[src/hdl/tga_find_first.sv]
// Find-first-set over a bit vector: returns the index of the lowest set bit.
// Stand-alone module; used by the tag allocator top level.
module tga_find_first #(
   parameter int WIDTH = 256
) (
   input  logic [WIDTH-1:0]                          vec,
   output logic                                      found,
   output logic [(WIDTH > 1 ? $clog2(WIDTH) : 1)-1:0] index
);

   localparam int IDX_W = (WIDTH > 1) ? $clog2(WIDTH) : 1;

   logic [WIDTH-1:0] lowest;

   // Isolate the lowest set bit with a two's complement trick.
   assign lowest = vec & (~vec + {{(WIDTH-1){1'b0}}, 1'b1});
   assign found  = |vec;

   // Encode the one-hot word into a binary index.
   always_comb begin
      index = '0;
      for (int i = 0; i < WIDTH; i++) begin
         if (lowest[i]) begin
            index = index | IDX_W'(i);
         end
      end
   end

endmodule

[config.mk]
export PLATFORM = sky130hd
export DESIGN_NAME = tga_find_first
export DESIGN_NICKNAME = d
export VERILOG_FILES = /design/src/hdl/tga_find_first.sv
export SDC_FILE = /design/constraint.sdc
export NUM_CORES = 1
export LEC_CHECK = 0
export BUFFER_PORTS_ARGS = -buffer_cell sky130_fd_sc_hd__clkbuf_2
export CAP_MARGIN = 10
export CORE_MARGIN = 3
export CORE_UTILIZATION = 36
export DETAILED_ROUTE_END_ITERATION = 10
export SLEW_MARGIN = 5
export SYNTH_ARGS = -nofsm -noshare
export SYNTH_HDL_FRONTEND = slang
export SYNTH_SLANG_ARGS = --single-unit
[constraint.sdc]
create_clock -name vclk -period 5.55
set_clock_uncertainty 0.15 [all_clocks]
set_input_delay 0.2775 -clock vclk [all_inputs]
set_output_delay 0.2775 -clock vclk [all_outputs]
set_load 0.02 [all_outputs]
Word-level counts from Yosys, hierarchy flattened:

Cells that the tools add are included.

* register bits after elaboration: 0
* bits of input ports: 256
* output and inout bits: 9
* word-level logic and storage cells: 259

* add/sub/neg operators: 1
* multiplexer cells: 255
* bitwise gates (word level): 2
* reduce and logical (&&, ||, !) cells: 1

Operators with widths (count)
* $mux W8: 128
* $mux W7: 64
* $add A256 B1 Y256 const B: 1
* $and A256 B256 Y256: 1
* $not A256 Y256: 1
* $reduce_or A256 Y1: 1
* $mux W6: 32
* $mux W5: 16
* $mux W4: 8
* $mux W3: 4
* $mux W2: 2
* $mux W1: 1

Longest topological paths before layout:

Gate-level depths: netlist of run 1.

* depth after elaboration: 258
* depth in mapped cells: 13

Least setup slack after synthesis of run 1:

Ideal clock, no wire load.

* path kind: in2out
* start point: in vec[47]
* end point: out index[2] (netlist name)
* arrival time: 3180 ps
* data required time: 5123 ps
* setup slack: 1943 ps
* stages: 10
* path buffers: 1
* path through: or4_4 or4_1 buf_2 nor4b_4 nand4_4 or4_4 nor3b_1 nand4_1 nor4_1 nand4b_1

* word-level cells in the longest chain between the ends: 212

RTL lines
* from (decl): line 6 `input logic [WIDTH-1:0] vec,`
* $not A256 Y256: line 16 `assign lowest = vec & (~vec + {{(WIDTH-1){1'b0}}, 1'b1});`
* $add A256 B1 Y256: line 16
* $and A256 B256 Y256 (*): line 16
* $mux W6 (17 in series): line 23 `if (lowest[i]) begin`
* $mux W7 (64 in series): line 23
* $mux W8 (127 in series): line 23
* $mux W8 (*): line 23
* to (decl): line 8 `output logic [(WIDTH > 1 ? $clog2(WIDTH) : 1)-1:0] index`

Every way passes the cells marked *; elsewhere a longest branch is shown, timed or not.

Worst setup path after layout of run 1:

* start point: in vec[201]
* end point: out index[7] (netlist name)

* word-level cells in the longest chain between the ends: 58

RTL lines (line)
* $not A256 Y256: 16
* $add A256 B1 Y256: 16
* $and A256 B256 Y256 (*): 16
* $mux W8 (54 in series): 23
* $mux W8 (*): 23

Marks and branches as above.

==> results of run 1 <==
## layer usage
metal  wire length (um)  share of wire (%)
met1              19200                 34
met5                 11              0.019
met3               8490                 15
met2              23700                 42
met4               5540                9.7
## layout by cell type, fill, tap and decap left out, types with 25 or more instances in the layout
cell,n
and3_1,26
nand3_1,95
a21oi_1,35
inv_1,45
o21ai_0,25
nor2_1,157
nor4_1,128
buf_4,80
or4_1,25
nor3_1,127
nand2_1,107
clkbuf_2,265
nand4_1,102
## final cells by class
class              instances  share of cell area [%]
multi-input cells       1146                    73.7
repair buffers           345                    21.0
well taps                260                    3.54
inverters                 45                    1.84
## cells by family (layout without fill, tap and decap cells)
logic type,count (synthesis),count (layout),share of synthesized area (%)
and+or+nand+nor,959,959,77.0
AOI/OAI and AO/OA,187,187,18.6
buffers and inverters,80,390,4.32
## where the power goes
part           internal (mW)  switching [mW]  leakage [nW]
combinational          0.114           0.200          3.27
clock                      0               0             0
sequential                 0               0             0
total                  0.114           0.200          3.27
## worst max-delay path by stage
stage	cells past startpoint	to	slack [ns]	startpoint
after CTS	12	index[0]	0.83	vec[61]
after global placement	12	index[7]	0.63	vec[61]
after floorplan	10	index[2]	1.94	vec[47]
final	11	index[7]	0.30	vec[201]
after detailed placement	12	index[0]	0.83	vec[61]
after global routing	11	index[7]	0.35	vec[201]
## worst min-delay path, stage by stage
cell,delay (ns)
clkbuf_2,0.10
nor2_1,0.04
nand3_1,0.08
clkbuf_2,0.17
## metrics by stage
stage | setup WS (ns) | cells | hold slack (ns) | total power, mW | instance area, um2
after global routing | 0.354 | 1796 | 0.805 | 0.332 | 9190
final | 0.296 | 1796 | 0.796 | 0.314 | 9190
after global placement | 0.630 | 1796 | 0.761 | 0.291 | 9190
after CTS | 0.827 | 1796 | 0.776 | 0.297 | 9190
after detailed placement | 0.827 | 1796 | 0.774 | 0.296 | 9190
after floorplan | 1.94 | 1226 | 0.596 | 0.0931 | 7070
==> impl_metrics.ini, run 1 <==
[critical_path]
crit_arrival_ns = 4.83
crit_path_top_delay_cell = nor4_1
worstPathRequired_ns = 5.12
worstPathMaxFanout = 6
cpLargestDelayFamily = simple AND/OR/NAND/NOR gates
start_kind = input pin
crit_type = in2out
critPathBufInv = 2
path_common_cell = nor4_1
cp_cell_sequence = clkbuf_2 > nor4_1 > nand2_1 > or3_1 > nor4_1 > nor4bb_1 > nor4_1 > nand4_1 > nor2_1 > nand4_1 > clkbuf_2
worst_setup_path_end_kind = output port
max_stage_delay_ns = 1.10

[layout]
seq_area_um2 = 0
fillCellCount = 2098
final_layout_size_suffix_gt1_share_pct = 24.3
syn2layout_area_growth_pct = 29.9
nFlopsAndLatches = 0
fin_util_pct = 48.3
multi_input_area_mm2 = 0.00677
num-clock-buffers = 0
diodes = 0
nets = 1794

[power]
vdd_drop_max_mv = 0.0332
power.density_mw_per_mm2 = 34.2
p_leak_nw = 3.27

[floorplanning]
io_pins = 265
fp.dieH_um = 146
dieArea_mm2 = 0.0214
core-area_mm2 = 0.0190
die_w_um = 146
initial_core_util_pct = 37.2
rows = 50

[timing]
rsz0062_at_grt = false
finalSetupViolCount = 0
maxSlewViolCount = 0
finalCritPeriodShare_pct = 94.7
worst_pin_slew_ns = 1.32
finalSetupTns_ns = 0
max_slew_margin_pct = 11.4
finalCriticalPeriod_ns = 5.25
timing.fmax_mhz = 190
hold_viol_final = 0

[global_routing]
grt_usage_pct = 49.5
use_met2_pct = 75.9
gr-max-usage-layer = met2
grt_max_degree = 25
overflow = 0
met3_usage_pct = 15.0
grt_pass1_vias = 12663
grtUsageMet1_pct = 58.8
grt_pass1_wl_mm = 81.5
antenna_found_initial = 1

[clocking]
postCtsSetupBuffers = 0
cts_hold_buf = 0
cts_resized = 0

[logic_synthesis]
synth_area_per_cell_um2 = 5.77
synth_cells = 1226
synth_area_leader_cell = nor4_1
ys_types = 64
synth_most_common_cell = nor2_1
ys_warn_count = 0
synth_top_cells_by_area = nor4_1 11%, nand4_1 9.0%, nor3_1 9.0%, nor2_1 8.3%, nand3_1 6.7%
synth.top_cell.area_share_pct = 11.3
synth-seq-area-share_pct = 0
syn_area_mm2 = 0.00707
synth_commonest_cells = 157 x nor2_1, 128 x nor4_1, 127 x nor3_1
syn-num-nets = 1482

[worst_hold_path]
hold_path_depth = 4
hold_path.class = in2out
hold_start = vec[255]
holdPathEnd = found

[detailed_routing]
wl_per_cell_um = 31.7
via_per_inst = 7.56
drt_iter0_markers = 2263
drt-pass1-iter-count = 7
drc = 0
antenna_left = 0
vias = 13579
wl_mm = 56.9

[place]
dpl.hpwl_mm = 49.0
port_buffers = 265
gp_congestion = 1.14

[run_status]
status = finished clean

[run]
maxCapViolCount = 0
Power figures use the tool's default switching activity.
==> inputs of run 2 (changes only) <==
Settings changed: CORE_UTILIZATION 36 to 57, PLACE_DENSITY set to 0.91.
==> impl_metrics.ini, run 2 <==
[run_status]
status = stopped before the end
failed_stage = global routing
error = [ERROR GRT-0116] Global routing finished with congestion. Check the congestion regions in the DRC Viewer.

[floorplanning]
io_pins = 265
fp.dieH_um = 117
die_w_um = 117
initial_core_util_pct = 58.7
rows = 40

[clocking]
postCtsSetupBuffers = 0
cts_resized = 0
cts_hold_buf = 0

[global_routing]
grt_usage_pct = 65.7
grt_pass1_vias = 13698
grt_pass1_wl_mm = 73.6
overflow = 57
grt_max_degree = 29

[logic_synthesis]
ys_types = 64
synth_most_common_cell = nor2_1
synth_area_leader_cell = nor4_1
ys_warn_count = 0
synth.top_cell.area_share_pct = 11.3
synth_cells = 1226
syn_area_mm2 = 0.00707
synth_commonest_cells = 157 x nor2_1, 128 x nor4_1, 127 x nor3_1
synth_area_per_cell_um2 = 5.77
synth-seq-area-share_pct = 0
syn-num-nets = 1482
synth_top_cells_by_area = nor4_1 11%, nand4_1 9.0%, nor3_1 9.0%, nor2_1 8.3%, nand3_1 6.7%

[place]
dpl.hpwl_mm = 34.8
gp_congestion = 1.70
place_inst = 1648
port_buffers = 265
run 2: cell families after synthesis:
group                  synth area share [%]
buffers and inverters                  4.32
AO/OA/AOI/OAI                          18.6
AND/OR/NAND/NOR                        77.0
run 2: per-stage QoR:
step                util, %  instance area, um2  setup WS (ns)  hold slack [ns]
floorplan                 -                7070           1.94            0.596
global placement       71.8                8650          0.898            0.770
detailed placement     71.8                8650          0.787            0.766
CTS                    71.8                8650          0.767            0.767
run 2: per-layer routing:
layer  GRT usage [%]  overflow
met1            63.7         1
met4            58.7        28
met2            81.0        22
met5            29.0         1
met3            58.1         5
==> inputs of run 3 (changes only) <==
Settings changed: CORE_UTILIZATION 57 to 40, PLACE_DENSITY 0.91 to unset, PLACE_DENSITY_LB_ADDON set to 0.15.
==> impl_metrics.ini, run 3 (same netlist as run 1, synthesis figures left out) <==
[global_routing]
grt_usage_pct = 52.3
use_met2_pct = 78.0
antenna_found_initial = 3
grt_pass1_wl_mm = 78.1
grtUsageMet1_pct = 60.8
grt_max_degree = 23
gr-max-usage-layer = met2
overflow = 0
grt_pass1_vias = 12443
met3_usage_pct = 19.3

[critical_path]
worst_setup_path_end_kind = output port
start_kind = input pin
worstPathRequired_ns = 5.12
crit_arrival_ns = 4.97
crit_type = in2out
worstPathMaxFanout = 15

[timing]
finalCriticalPeriod_ns = 5.39
finalSetupTns_ns = 0
worst_pin_slew_ns = 1.39
rsz0062_at_grt = false
finalCritPeriodShare_pct = 97.2
whs_ns = 0.758
finalSetupViolCount = 0
max_slew_margin_pct = 6.43
timing.fmax_mhz = 185
hold_viol_final = 0
maxSlewViolCount = 0

[layout]
multi_input_area_mm2 = 0.00677
fillCellCount = 1792
num-clock-buffers = 0
syn2layout_area_growth_pct = 29.0
final_layout_size_suffix_gt1_share_pct = 24.0
nFlopsAndLatches = 0
seq_area_um2 = 0
nets = 1790
final_cell_mix = 266 x clkbuf_2, 157 x nor2_1, 128 x nor4_1
final_common_cell = clkbuf_2

[floorplanning]
fp.dieH_um = 139
die_w_um = 139
dieArea_mm2 = 0.0193
core-area_mm2 = 0.0169
initial_core_util_pct = 41.8
io_pins = 265
rows = 47

[detailed_routing]
drt-pass1-iter-count = 9
via_per_inst = 7.81
wl_mm = 55.2
drt_iter0_markers = 2791
wl_per_cell_um = 31.4
vias = 13705
antenna_left = 0
drc = 0

[power]
vdd_drop_max_mv = 0.0250
power.density_mw_per_mm2 = 34.0
p_leak_nw = 3.25

[place]
gp_congestion = 1.28
dpl.hpwl_mm = 46.4
port_buffers = 265

[worst_hold_path]
hold_path.class = in2out

[clocking]
cts_hold_buf = 0
cts_resized = 0
postCtsSetupBuffers = 0

[run_status]
status = finished clean

[run]
maxCapViolCount = 0
[run 3: layer usage]
layer  up-vias  wire [um]
li1       5641          -
met1      6036      18200
met2      1517      21800
met3       509       8800
met4         2       6370
met5         -         19
[run 3: area by class of cell]
cell class | instances | area share (%)
diodes | 3 | 0.0823
inverters | 45 | 1.85
multi-input cells | 1146 | 74.2
well taps | 220 | 3.02
repair buffers | 341 | 20.9
[run 3: worst paths after layout]
kind,start,endpoint,slack [ns],cells past startpoint
worst min-delay path,vec[255],found,0.76,4
worst max-delay path,vec[87],index[7],0.16,12
[run 3: through the flow]
stage          setup slack [ns]  area [um2]  power, mW  utilization [%]  instances
2_1_floorplan              1.94        7070     0.0931                -       1226
3_3_place_gp              0.910        9110      0.285             53.8       1750
3_5_place_dp              0.970        9110      0.291             53.8       1751
4_1_cts                   0.982        9110      0.293             53.8       1751
5_1_grt                   0.375        9120      0.327             53.8       1752
6_report                  0.156        9130      0.310             53.9       1755
[run 3: worst max-delay path, stage by stage]
cell and delay [ns]:
clkbuf_2 0.14, nor4_1 0.97, nand4_1 0.50, nor4_2 0.50, nand4_1 0.15, buf_4 0.30
nor4_1 1.18, nor4_1 0.18, nand3_1 0.28, nor4_1 0.09, nand4_1 0.18, clkbuf_2 0.20
[run 3: power breakdown]
part / switching [mW] / total, mW / leakage (nW) / internal, mW
sequential: 0 / 0 / 0 / 0
clock: 0 / 0.0000000000221 / 0.0000221 / 0
combinational: 0.196 / 0.310 / 3.25 / 0.113
total: 0.196 / 0.310 / 3.25 / 0.113
